--- config.mk ---
export PLATFORM = sky130hd
export DESIGN_NAME = csa_divider
export DESIGN_NICKNAME = d
export VERILOG_FILES = /design/src/hdl/csa_pkg.sv /design/src/hdl/csa_divider.sv
export SDC_FILE = /design/constraint.sdc
export NUM_CORES = 2
export LEC_CHECK = 0
export BUFFER_PORTS_ARGS = -buffer_cell sky130_fd_sc_hd__buf_2
export CORE_AREA = 2 2 378 380
export DETAILED_ROUTE_END_ITERATION = 10
export DIE_AREA = 0 0 380 382
export PLACE_DENSITY = 0.85
export SLEW_MARGIN = 20
export SYNTH_ARGS = -nofsm -noshare
export SYNTH_HDL_FRONTEND = slang
export SYNTH_SLANG_ARGS = --single-unit
--- constraint.sdc ---
create_clock -name clk -period 5.82 [get_ports clk]
set_input_delay 0.873 -clock clk [delete_from_list [all_inputs] [get_ports clk]]
set_output_delay 0.873 -clock clk [all_outputs]
set_load 0.02 [all_outputs]
--- src/hdl/csa_pkg.sv ---
// Shared types, constants and sample arithmetic for the coherent scan averager.
package csa_pkg;

  localparam int DATA_W      = 32;
  localparam int HALF_W      = 16;
  localparam int STRIP_SHIFT = 2;
  localparam int STRIP_W     = 12;
  localparam int IDX_W       = 12;
  localparam int WIDX_W      = 11;
  localparam int DIV_W       = 16;
  localparam int DIV_STEPS   = DATA_W;

  typedef enum logic {
    OP_ACCUMULATE = 1'b0,
    OP_READ       = 1'b1
  } op_t;

  typedef enum logic {
    REG_SCAN_COUNT = 1'b0,
    REG_STRIP_MODE = 1'b1
  } reg_sel_t;

  typedef struct packed {
    logic              valid;
    logic              neg;
    logic [IDX_W-1:0]  idx;
    logic [DATA_W-1:0] mag;
  } div_req_t;

  typedef struct packed {
    logic              valid;
    logic              neg;
    logic [IDX_W-1:0]  idx;
    logic [DATA_W-1:0] quot;
  } div_resp_t;

  function automatic logic [HALF_W-1:0] extract_sample(logic [HALF_W-1:0] half, logic strip);
    return strip ? HALF_W'(half[STRIP_SHIFT +: STRIP_W]) : half;
  endfunction

  function automatic logic [DATA_W-1:0] update_acc(logic [DATA_W-1:0] acc,
                                                  logic [HALF_W-1:0] sample,
                                                  logic sub, logic first);
    logic [DATA_W-1:0] signed_sample;
    signed_sample = sub ? (DATA_W'(0) - DATA_W'(sample)) : DATA_W'(sample);
    return first ? signed_sample : (acc + signed_sample);
  endfunction

endpackage

--- src/hdl/csa_divider.sv ---
// Pipelined restoring divider: one quotient bit per stage, unsigned magnitude by scan count.
module csa_divider (
  input  logic                       clk,
  input  logic                       rst,
  input  logic                       advance,
  input  logic [csa_pkg::DIV_W-1:0]  divisor,
  input  csa_pkg::div_req_t          req,
  output csa_pkg::div_resp_t         resp
);

  localparam int STEPS = csa_pkg::DIV_STEPS;
  localparam int DW    = csa_pkg::DATA_W;
  localparam int RW    = csa_pkg::DIV_W;

  logic                      st_valid [0:STEPS];
  logic                      st_neg   [0:STEPS];
  logic [csa_pkg::IDX_W-1:0] st_idx   [0:STEPS];
  logic [RW-1:0]             st_rem   [0:STEPS];
  logic [DW-1:0]             st_dq    [0:STEPS];

  // The partial remainder always stays below the divisor, so RW bits hold it.
  function automatic logic [RW+DW-1:0] div_step(logic [RW-1:0] rem, logic [DW-1:0] dq,
                                                logic [RW-1:0] d);
    logic [RW:0] trial;
    logic [RW:0] diff;
    logic        ge;
    trial = {rem, dq[DW-1]};
    diff  = trial - {1'b0, d};
    ge    = (trial >= {1'b0, d});
    return {(ge ? diff[RW-1:0] : trial[RW-1:0]), dq[DW-2:0], ge};
  endfunction

  always_ff @(posedge clk) begin
    if (rst) begin
      for (int k = 0; k <= STEPS; k++) begin
        st_valid[k] <= 1'b0;
      end
    end else if (advance) begin
      st_valid[0] <= req.valid;
      for (int k = 0; k < STEPS; k++) begin
        st_valid[k+1] <= st_valid[k];
      end
    end
  end

  always_ff @(posedge clk) begin
    if (advance) begin
      st_neg[0] <= req.neg;
      st_idx[0] <= req.idx;
      st_rem[0] <= '0;
      st_dq[0]  <= req.mag;
      for (int k = 0; k < STEPS; k++) begin
        st_neg[k+1]                  <= st_neg[k];
        st_idx[k+1]                  <= st_idx[k];
        {st_rem[k+1], st_dq[k+1]}    <= div_step(st_rem[k], st_dq[k], divisor);
      end
    end
  end

  assign resp.valid = st_valid[STEPS];
  assign resp.neg   = st_neg[STEPS];
  assign resp.idx   = st_idx[STEPS];
  assign resp.quot  = st_dq[STEPS];

endmodule

==> summary.txt <==
CTS
  • TritonCTS clock tree: built
  • CTS H-tree lvls: 4
  • Resize count post-CTS: 0
  • Clock buffer count from CTS: 193
  • Hold buffer count at CTS: 0
  • Clock latency on the worst-skew pair: about 820 ps
  • Clock-pin slew reported for the worst setup and hold paths after clock tree synthesis: approximately 60 ps
  • Maximum buffer depth of the clock tree: 3
  • Sinks on Clock Net: 2014
  • Root buffer cell: clkbuf_16
  • Post-CTS Setup Repair Bufs: 0

Floorplanning
  • FP Rows: 138
  • I/O pins: 111
  • Die extent in y: 382 um
  • Die width: 380 um
  • Total die area: 145000 um2
  • Core ar.: between 100000 and 150000 um2
  • Initial Utilization: a little over three fifths

STA
  • Slew of the pin with the lowest slew margin: 996 ps
  • Number of setup violations in the final report: 0
  • Skew final: roughly 52 ps
  • Min Tclk post-route: 4430 ps
  • Final Hold Slack: 225 ps
  • Maximum clock rate: 0.226 GHz
  • Slew Viols, Final: 0
  • Fin. Hold Viols: 0
  • Setup TNS: 0 ps
  • Final period util: ~76%
  • Max-Slew Margin vs Limit: around a third
  • RSZ-0062 raised after global routing: false

Power
  • Ratio of total power to cell area: 517 nW/um2
  • Standby leakage power: 0.0360 uW
  • IR Drop Worst-Case VDD: around 0.00035 V
  • Final Power: 50400 uW

Logic synthesis
  • Number of cells produced by synthesis: 5788
  • Most used flip-flop cell after synthesis: edfxtp_1
  • Ys Warns: 0
  • Post-synth cell types: between 80 and 90
  • Netlist Area Pre-Place: 88100 um2
  • Average cell area after synthesis: 15.2 um2
  • Asr flop ratio synth: 0%
  • Cell taking the most area after synthesis: edfxtp_1
  • Most area-consuming cells after synthesis: edfxtp_1 69%, ha_1 7.1%, mux2_2 3.6%, xnor2_1 2.2%, a21oi_1 1.6%
  • Syn nets: 6381
  • Sequential area share after synthesis: 68.6%
  • Library cell with the highest instance count after synthesis: edfxtp_1
  • Post-synth EDFFs: around 2000
  • Top cells by instance count after synthesis: 2014 x edfxtp_1, 498 x ha_1, 317 x nor2_1
  • Post-synthesis register bit count: between 2000 and 2500
  • Top cell type's share of synthesized area: 68.6%

Drt
  • Post-route DRC: 0
  • DRC violation total after the first TritonRoute iteration: 4516
  • Via density: about 6
  • Remaining antenna violation count: 0
  • Number of detailed-routing iterations run before antenna repair: 7
  • Routed length per placed instance: 20.5 um
  • Aggregate routed wire length: 166000 um
  • DR vias: 48800

Cells and area
  • Area added between synthesis and finish: 10.8%
  • Layout cells sized above 1: 12.9%
  • Antenna diode count: 0
  • Layout Utilization: 69.3%
  • Net count reported at finish: 6653

Placement
  • Number of port buffers: 110
  • Final RePlAce weighted congestion: 0.919
  • Half-perimeter wire length of the detailed placement result: 103000 um

Global route
  • Grt total ovfl: 0
  • GRT Total Usage: 22.6%
  • Pin count of the biggest net entering global routing: 176
  • Initial antenna violation count: 5
  • Wire length of the first global-routing pass: 259000 um
  • Vias in the first global route: 48300

Job
  • MaxCap Viol Count: 0

Critical path
  • CP delay by family, top: compound AO/OA/AOI/OAI gates
  • Logic depth of the worst register-to-register path: 10
  • Worst EP arrival: 4990 ps
  • Cells along the critical path: buf_2, inv_1, buf_4, ha_1, a211oi_1, o21bai_1, a21oi_1, nor2b_1, a2111oi_0, o41ai_1, o21ai_1, nand2_1, mux2_2
  • Worst-path cell with the longest stage delay: a2111oi_0
  • Maximum fanout along the worst path: 16
  • Startpoint class of the critical path: input port
  • Worst setup EP type: flip-flop
  • Data required, critical path: 6380 ps
  • Count of buffer and inverter cells on the critical path: 3
  • Levels on crit path: 13
  • Max stage delay on crit path: around 620 ps
  • Kind of critical path: in -> reg

Worst hold path
  • Path category of the worst min-delay check: in -> reg
  • Hold path cells: 1

Run status
  • Run status: complete, no violations
## per-layer routing
metal	vias to the layer above	wire length [um]	GRT usage (%)
met5	-	30	0
met4	4	6650	9.43
met3	481	10800	4.10
met2	1758	80200	37.2
met1	23700	68200	30.0
li1	22800	-	-
## sequential cells by signal (all words and copies together) (netlist names)
register,flops
st_rem,496
resp,32
st_neg,33
st_dq,1024
st_idx,396
st_valid,33
## worst register-to-register path, stage by stage, from the launching register on
cell      delay (ps)
edfxtp_1         400
ha_1             310
nor2b_1          150
o31ai_1          370
a21oi_1          160
o221ai_1         320
o21ai_1          220
a211oi_1         300
o21bai_1         160
a211oi_4         820
mux2_2           430
## cells in the final DEF (no fill, tap or decap), types with 21 or more instances in the layout
cell       Yosys  layout
a211oi_1      33      33
a21boi_0      42      42
a21o_1       106     106
a21oi_1      290     289
a31oi_1       36      34
and2_1        43      43
buf_2         21     109
buf_4         47      67
clkbuf_1      48      44
clkbuf_16      0     194
clkinv_1       1      47
edfxtp_1    2014    2014
fa_1          30      30
ha_1         498     498
inv_1        199     197
mux2_2       280     280
mux2i_1       49      49
nand2_1      282     282
nand2b_1      56      56
nand3_1       79      79
nand4_1       55      55
nor2_1       317     317
nor2b_1      100     100
nor3_1        74      74
nor4_1        23      22
o211ai_1      21      21
o21a_1        71      71
o21ai_0      287     286
o21bai_1      31      31
o31a_1        24      24
o31ai_1       35      35
or3_1         31      31
xnor2_1      223     223
xor2_1       116     116
## cell families (layout without fill, tap and decap cells)
family          after synthesis  in the layout  share of synthesized area (%)
fa+ha+maj                   528            528                           7.75
mux                         335            335                           4.24
compound gates             1123           1123                           8.21
simple gates               1130           1130                           6.21
xor+xnor                    339            339                           3.37
flops                      2014           2014                           68.6
buf+inv                     319            750                           1.61
## final timing paths
check,to,from,slack (ps)
setup / recovery,st_rem[73],divisor[6],1390
hold / removal,st_dq[1039],req[15],220
setup reg to reg,st_rem[284],st_rem[288],1940
hold reg to reg,st_dq[868],st_dq[899],390
## layout make-up
cell class	count	area [um2]
tap	1890	2360
sequential	2014	60500
fill	9210	43300
inverter	200	751
clock buffer	238	5020
clock inverter	116	1300
multi-input combinational	3455	26300
timing repair buffer	196	1450
## metrics by stage
stage          cells  cell area (um2)  setup WS [ps]
6_report        8109            97600           1390
2_1_floorplan   5788            88100           1230
5_1_grt         8109            97600           1100
4_1_cts         8109            97600           1460
3_3_place_gp    7755            91300            793
3_5_place_dp    7755            91300            637
## report_power, final
part | switching (uW) | total [uW] | internal (uW)
clock network | 5380 | 12400 | 7030
logic | 9030 | 16900 | 7910
registers | 1420 | 21100 | 19700
No activity file was read; power rests on OpenSTA's default activity.
